File: src/design/assert_macros.svh
// Assertion macros shared by the partition mismatch scoring RTL.
// Each macro wraps one clocked concurrent assertion with reset disable.
`ifndef ASSERT_MACROS_SVH
`define ASSERT_MACROS_SVH

// Property must hold at every clock edge outside reset.
`define PMS_ASSERT(label, clk, rst_n, prop, msg) \
    label: assert property (@(posedge clk) disable iff (!rst_n) (prop)) else $error(msg);

// Consequent must hold at the same edge as the antecedent.
`define PMS_ASSERT_IMP(label, clk, rst_n, ante, cons, msg) \
    label: assert property (@(posedge clk) disable iff (!rst_n) (ante) |-> (cons)) else $error(msg);

// Consequent must hold at the edge after the antecedent.
`define PMS_ASSERT_NEXT(label, clk, rst_n, ante, cons, msg) \
    label: assert property (@(posedge clk) disable iff (!rst_n) (ante) |=> (cons)) else $error(msg);

`endif

File: src/design/pms_pkg.sv
// Shared types and constants of the partition mismatch scoring block.
// No dependencies; imported by pms_cost and the top level.
package pms_pkg;

    localparam int NUM_PARTS   = 4;
    localparam int BITMAP_W    = 64;
    localparam int PART_CNT_W  = 3;
    localparam int SCORE_W     = 8;
    localparam int CHUNK_W     = 16;
    localparam int NUM_CHUNKS  = BITMAP_W / CHUNK_W;
    localparam int CHUNK_CNT_W = $clog2(CHUNK_W + 1);
    localparam int COST_W      = $clog2(BITMAP_W + 1);
    localparam int TOTAL_W     = $clog2(NUM_PARTS * BITMAP_W + 1);
    localparam int NUM_PERMS   = 24;
    localparam int NUM_GROUPS  = 4;
    localparam int GROUP_SIZE  = NUM_PERMS / NUM_GROUPS;
    localparam int CFG_INDEX_W = 3;
    localparam int CFG_DATA_W  = BITMAP_W;

    localparam logic [PART_CNT_W-1:0] MIN_PARTS     = 3'd2;
    localparam logic [PART_CNT_W-1:0] MAX_PARTS     = 3'd4;
    localparam logic [SCORE_W-1:0]    NO_MATCH_SCORE = 8'd255;

    typedef enum logic [CFG_INDEX_W-1:0] {
        REG_BLOCK_PARTITIONS = 3'd0,
        REG_BLOCK_BITMAP_0   = 3'd1,
        REG_BLOCK_BITMAP_1   = 3'd2,
        REG_BLOCK_BITMAP_2   = 3'd3,
        REG_BLOCK_BITMAP_3   = 3'd4
    } cfg_reg_t;

    typedef logic [BITMAP_W-1:0]                 bitmap_t;
    typedef bitmap_t [NUM_PARTS-1:0]             bitmap_set_t;
    typedef logic [COST_W-1:0]                   cost_t;
    typedef cost_t [NUM_PARTS-1:0][NUM_PARTS-1:0] cost_mat_t;
    typedef logic [TOTAL_W-1:0]                  total_t;

    // Per-word sideband that rides along the pipeline.
    typedef struct packed {
        logic                  no_match;
        logic [PART_CNT_W-1:0] parts;
    } meta_t;

    // All orderings of four partitions; entry [k][i] is the table partition
    // matched to block partition i.
    localparam logic [1:0] PERM_TABLE [NUM_PERMS][NUM_PARTS] = '{
        '{2'd0, 2'd1, 2'd2, 2'd3}, '{2'd0, 2'd1, 2'd3, 2'd2}, '{2'd0, 2'd2, 2'd1, 2'd3},
        '{2'd0, 2'd2, 2'd3, 2'd1}, '{2'd0, 2'd3, 2'd1, 2'd2}, '{2'd0, 2'd3, 2'd2, 2'd1},
        '{2'd1, 2'd0, 2'd2, 2'd3}, '{2'd1, 2'd0, 2'd3, 2'd2}, '{2'd1, 2'd2, 2'd0, 2'd3},
        '{2'd1, 2'd2, 2'd3, 2'd0}, '{2'd1, 2'd3, 2'd0, 2'd2}, '{2'd1, 2'd3, 2'd2, 2'd0},
        '{2'd2, 2'd0, 2'd1, 2'd3}, '{2'd2, 2'd0, 2'd3, 2'd1}, '{2'd2, 2'd1, 2'd0, 2'd3},
        '{2'd2, 2'd1, 2'd3, 2'd0}, '{2'd2, 2'd3, 2'd0, 2'd1}, '{2'd2, 2'd3, 2'd1, 2'd0},
        '{2'd3, 2'd0, 2'd1, 2'd2}, '{2'd3, 2'd0, 2'd2, 2'd1}, '{2'd3, 2'd1, 2'd0, 2'd2},
        '{2'd3, 2'd1, 2'd2, 2'd0}, '{2'd3, 2'd2, 2'd0, 2'd1}, '{2'd3, 2'd2, 2'd1, 2'd0}
    };

endpackage

File: src/design/pms_cost.sv
// Pairwise Hamming cost matrix: XOR and popcount of every block/entry bitmap pair.
// Two register stages (chunk counts, then full counts). Depends on pms_pkg.
`include "assert_macros.svh"

module pms_cost (
    input  logic                 aclk,
    input  logic                 aresetn,
    input  logic                 in_valid,
    output logic                 in_ready,
    input  pms_pkg::meta_t       in_meta,
    input  pms_pkg::bitmap_set_t entry_bitmap,
    input  pms_pkg::bitmap_set_t block_bitmap,
    output logic                 out_valid,
    input  logic                 out_ready,
    output pms_pkg::meta_t       out_meta,
    output pms_pkg::cost_mat_t   cost
);
    import pms_pkg::*;

    typedef logic [CHUNK_CNT_W-1:0] chunk_cnt_t;

    function automatic chunk_cnt_t popcount_chunk(input logic [CHUNK_W-1:0] x);
        chunk_cnt_t sum;
        sum = '0;
        for (int b = 0; b < CHUNK_W; b++) begin
            sum = sum + chunk_cnt_t'(x[b]);
        end
        return sum;
    endfunction

    logic       s1_valid_reg, s1_valid_next;
    logic       s2_valid_reg, s2_valid_next;
    logic       s1_ready, s2_ready;
    meta_t      s1_meta_reg, s2_meta_reg;
    chunk_cnt_t s1_chunk_reg [NUM_PARTS][NUM_PARTS][NUM_CHUNKS];
    cost_mat_t  s2_cost_reg;

    assign s2_ready = !s2_valid_reg || out_ready;
    assign s1_ready = !s1_valid_reg || s2_ready;
    assign in_ready = s1_ready;

    always_comb begin
        s1_valid_next = s1_ready ? in_valid : s1_valid_reg;
        s2_valid_next = s2_ready ? s1_valid_reg : s2_valid_reg;
    end

    always_ff @(posedge aclk) begin
        if (!aresetn) begin
            s1_valid_reg <= 1'b0;
            s2_valid_reg <= 1'b0;
        end else begin
            s1_valid_reg <= s1_valid_next;
            s2_valid_reg <= s2_valid_next;
        end
    end

    // Stage 1: XOR and count each 16-bit chunk.
    always_ff @(posedge aclk) begin
        if (s1_ready && in_valid) begin
            s1_meta_reg <= in_meta;
            for (int i = 0; i < NUM_PARTS; i++) begin
                for (int j = 0; j < NUM_PARTS; j++) begin
                    for (int c = 0; c < NUM_CHUNKS; c++) begin
                        s1_chunk_reg[i][j][c] <= popcount_chunk(
                            block_bitmap[i][c*CHUNK_W +: CHUNK_W] ^
                            entry_bitmap[j][c*CHUNK_W +: CHUNK_W]);
                    end
                end
            end
        end
    end

    // Stage 2: add the chunk counts into one cost per pair.
    always_ff @(posedge aclk) begin
        if (s2_ready && s1_valid_reg) begin
            s2_meta_reg <= s1_meta_reg;
            for (int i = 0; i < NUM_PARTS; i++) begin
                for (int j = 0; j < NUM_PARTS; j++) begin
                    s2_cost_reg[i][j] <= cost_t'(s1_chunk_reg[i][j][0])
                                       + cost_t'(s1_chunk_reg[i][j][1])
                                       + cost_t'(s1_chunk_reg[i][j][2])
                                       + cost_t'(s1_chunk_reg[i][j][3]);
                end
            end
        end
    end

    assign out_valid = s2_valid_reg;
    assign out_meta  = s2_meta_reg;
    assign cost      = s2_cost_reg;

    for (genvar gi = 0; gi < NUM_PARTS; gi++) begin : g_chk_i
        for (genvar gj = 0; gj < NUM_PARTS; gj++) begin : g_chk_j
            `PMS_ASSERT_IMP(a_cost_range, aclk, aresetn, out_valid, s2_cost_reg[gi][gj] <= cost_t'(BITMAP_W), "pair cost exceeds bitmap width")
        end
    end

    `PMS_ASSERT_NEXT(a_s2_hold, aclk, aresetn, s2_valid_reg && !out_ready, s2_valid_reg && $stable(s2_cost_reg), "stalled cost word changed")

endmodule

File: config.mk
export PLATFORM = sky130hd
export DESIGN_NAME = pms_cost
export DESIGN_NICKNAME = d
export VERILOG_FILES = /design/src/design/pms_pkg.sv /design/src/design/pms_cost.sv
export VERILOG_INCLUDE_DIRS = /design/src /design/src/design
export SDC_FILE = /design/constraint.sdc
export NUM_CORES = 2
export LEC_CHECK = 0
export BUFFER_PORTS_ARGS = -buffer_cell sky130_fd_sc_hd__buf_2
export CAP_MARGIN = 30
export CORE_ASPECT_RATIO = 0.9
export CORE_UTILIZATION = 25
export CTS_BUF_LIST = sky130_fd_sc_hd__clkbuf_8
export CTS_CLUSTER_SIZE = 30
export DETAILED_ROUTE_END_ITERATION = 7
export GPL_TIMING_DRIVEN = 0
export PLACE_DENSITY_LB_ADDON = 0.25
export SYNTH_ARGS = -nofsm -noshare
export SYNTH_HDL_FRONTEND = slang
export SYNTH_SLANG_ARGS = --single-unit
export TNS_END_PERCENT = 1
File: constraint.sdc
create_clock -name aclk -period 20.6 [get_ports aclk]
set_clock_uncertainty 0.15 [all_clocks]
set_input_delay 4.12 -clock aclk [delete_from_list [all_inputs] [get_ports aclk]]
set_output_delay 4.12 -clock aclk [all_outputs]
set_load 0.03 [all_outputs]
=== After elaboration in Yosys (flattened, before gate mapping) ===
Memory sizes are Yosys's and may differ from the RTL's.
Index checks and enable logic that the tools add are counted.

* Flip-flop bits (word level): 122
* RAM bits: 320
* Input bits: 520
* Output and inout port bits: 118
* Logic and storage cells: 1103
* Memories kept: 1

{| class="wikitable"
|+ Memory list
! name !! depth !! width !! read ports !! clocked after Yosys merged registers in !! wr ports !! line !! text
|-
| s1_chunk_reg || 4 || 80 || 4 || 0 || 4 || pms_cost.sv:35 || <nowiki>chunk_cnt_t s1_chunk_reg [NUM_PARTS][NUM_PARTS][NUM_CHUNKS];</nowiki>
|}

* $add $sub $neg: 1008
* Mux-type cells: 2
* Bitwise operators: 64
* Reduce and logical (&&, ||, !) cells: 6

{| class="wikitable"
|+ Operator list
! operator !! number
|-
| adder 5 x 1 -> 5 bit || 704
|-
| XOR 16 bit || 64
|-
| adder 4 x 1 -> 5 bit || 64
|-
| adder 3 x 1 -> 4 bit || 64
|-
| adder 2 x 1 -> 3 bit || 64
|-
| adder 1 x 1 -> 2 bit || 64
|-
| adder 6 x 5 -> 7 bit || 16
|-
| adder 7 x 5 -> 7 bit || 16
|-
| adder 5 x 5 -> 6 bit || 16
|-
| logical AND 1 bit || 2
|-
| logical NOT 1 bit || 2
|-
| logical OR 1 bit || 2
|-
| two-way mux 1 bit || 2
|}

=== Logic depth before layout (Yosys ltp) ===
* Depth in word-level cells: 16
* Mapped depth: 14
* Gate-level depth less buffers: 13

=== Worst setup path before layout ===
OpenSTA, ideal clock, no wires.

* Path type: input-to-reg
* From: input out_ready
* To: memory s1_chunk_reg[0][0] in the netlist's numbering, enable pin
* Setup time: 0.726 ns
* Arrival: 11.819 ns
* Required time: 19.724 ns
* Setup slack: 7.905 ns
* Stages on the path: 3
* Buffers on the path: 0
* Cells stage by stage: nor2b_1 nand2_1 and2_1

{| class="wikitable"
|+ RTL lines
! element !! line !! text
|-
| start: declaration || pms_cost.sv:14 || <nowiki>input logic out_ready,</nowiki>
|-
| end: declaration || pms_cost.sv:35 ||
|}

=== Worst setup path in the final report ===
* From: input out_ready
* To: output in_ready

* Word-level cells in the longest chain between the ends: 2

{| class="wikitable"
|+ Ends and longest elaborated chain
! element !! line !! text
|-
| logical OR 1 bit || pms_cost.sv:38 || <nowiki>assign s2_ready = !s2_valid_reg || out_ready;</nowiki>
|-
| logical OR 1 bit || pms_cost.sv:39 || <nowiki>assign s1_ready = !s1_valid_reg || s2_ready;</nowiki>
|-
| end: declaration || pms_cost.sv:9 || <nowiki>output logic in_ready,</nowiki>
|}

No other way between the ends.

==> flow_summary.ini <==
[status]
outcome = completed

[cells_and_area]
areaGrowthSynthToFinish_pct = 16.1
largest_reg_flops = 320
layout.nets = 6507
drive_above_1_share = 0.146
mostFrequentLayoutCell = fa_1
commonest_cells_after_routing_fill_and_taps_aside = 800 x fa_1, 779 x inv_1, 711 x xor2_1

[place]
detailed_place_hpwl_um = 184000
placement.io_buffers = 558
place.gp.congestion = 0.937

[job]
max_cap_viol_count = 0

[global_route]
first_pass_grt_wire_length_um = 275000
grt.total_usage = 0.198
antenna_violations_before_repair = 115
grt_start_max_net_pins = 72
grt.overflow.total = 0
first_global_vias = 33687

[drt]
ant_nets = 0
dr.pass1.iters = 5
routed-via-count = 31759
totalWireLength_um = 204000
post_drt_wl_per_cell_um = 27.0
detail_route.vias_per_cell = 4.20
detail_route.iter0.violations = 2008
route.detailed.drc = 0

[yosys]
netlist_instances = 4114
synth.lib_cells_used.distinct = 22
ys.warnings.count = 0
postSynthNetCount = 5850
synth_area_um2 = 50700
synth_top_cell_by_area = fa_1
synth_top_area_share = 0.316
synth.top_cells.by_area = fa_1 32%, edfxtp_1 26%, xor2_1 12%, ha_1 10%, xnor2_1 8.4%
ys_seq_area_frac = 0.261
synthesis.area_per_instance_um2 = 12.3
synth.ff_latch_count = 442

[clocking]
post_cts_buffers = 0
cts_made_buffers = 86
cts_root_buffer = clkbuf_8
clkSinkCount = 442
clock_path_buffers = 3
insertion_delay_ps = 790
cts.clk_slew.worst_paths_ps = 50
postCtsResizedCells = 0
postCtsHoldBufs = 0
cts_tree = built
h-tree-depth = 3

[floorplanning]
count_of_boundary_i_o_pins = 638
core_area_um2 = 201000
floorplan.rows = 156
die_height_um = 429
dieWidth_um = 477
starting_utilization_of_the_core_area = 0.252
die_area_um2 = 205000

[sta]
timing.fmax_mhz = 110
min_period_over_period = 0.443
number_of_setup_violations_in_the_final_report = 0
rsz0062_at_grt = no
worst_slew_pin_slew_ps = 1140
report.final.slew_viol_count = 0
fin_setup_tns_ps = 0
finalWorstPathRequiredPeriod_ps = 9120
finalHoldViolCount = 0
worst_slew_margin_rel = 0.238

[critical_path]
cp_max_fo = 4
critical_path.endpoint_type = primary output
worst_reg2reg_endpoint = cost[12]
critPathKind = input pin to primary output
critical_path_arrival_ps = 4850
regToRegStartpoint = s1_chunk_reg[0][41]
crit_required_ps = 16330
r2r_slack_ps = 17280
reg2regPathDepth = 7
critical_path.startpoint_type = input pin

[worst_hold_path]
min_delay_worst_endpoint = out_meta[1]
hold_depth = 0
hp-class = flop to flop
hp-start = s1_meta_reg[1]
-- stage by stage --
stage	utilization	setup WS, ps	hold WS, ps	instances	instance area, um2
floorplan	-	7910	250	4114	50700
global placement	0.283	3720	255	7358	56900
detailed placement	0.284	11480	261	7368	57100
CTS	0.292	11480	273	7517	58800
global route	0.292	11420	273	7538	58800
finish	0.292	11480	270	7555	58900
-- layer usage --
metal | share of wire | vias to the layer above | track usage | routed length, um
met1 | 0.45 | 16254 | 0.271 | 91400
met4 | 0.029 | 52 | 0.0500 | 5810
met3 | 0.059 | 303 | 0.0396 | 12000
met2 | 0.46 | 1019 | 0.319 | 94300
met5 | 0.0015 | - | 0 | 314
li1 | - | 14131 | - | -
-- Yosys cell counts --
cell type	instances
a211o_1	16
a21o_1	68
a21o_2	1
a21oi_1	113
a21oi_2	2
and2_1	1
clkbuf_1	79
dfxtp_1	2
edfxtp_1	440
fa_1	800
ha_1	416
inv_1	764
nand2_1	1
nand2b_1	11
nor2_1	54
nor2b_1	67
o211ai_1	16
o21a_1	47
o21ai_1	1
o21ai_2	15
xnor2_1	489
xor2_1	711
-- worst max-delay path: stages --
cell and delay, ps:
buf_2 100, nor2b_1 310, nand2_1 130, buf_2 190
-- worst max path at each step --
stage	start	endpoint	slack, ps	depth (start not counted)
after CTS	out_ready	in_ready	11480	4
after detailed placement	out_ready	in_ready	11480	4
after global routing	out_ready	in_ready	11420	4
after floorplan	out_ready	s1_chunk_reg[0][0]	7910	3
final	out_ready	in_ready	11480	4
after global placement	out_ready	s1_chunk_reg[0][21]	3720	4
-- logic make-up (layout without fill, tap and decap cells) --
logic type	count (synthesis)	after routing	share of synthesized area
AO/OA/AOI/OAI	279	279	0.0365
XOR/XNOR	1200	1200	0.207
other	0	37	0
flip-flops	442	442	0.261
buffers and inverters	843	1561	0.0624
AND/OR/NAND/NOR	134	134	0.0138
adder cells (fa/ha/maj)	1216	1216	0.419
-- area by class of cell --
class	count	area, um2
Clock inverter	63	465
Multi-Input combinational cell	2829	34300
Fill cell	20880	142000
Tap cell	2686	3360
Timing Repair Buffer	569	3040
Clock buffer	86	1180
Sequential cell	442	13300
Inverter	764	2870
Antenna cell	37	92.6
Buffer	79	297
Power is not shown: default switching activity piles up to over one toggle a cycle in this logic, so the estimate is an artifact.
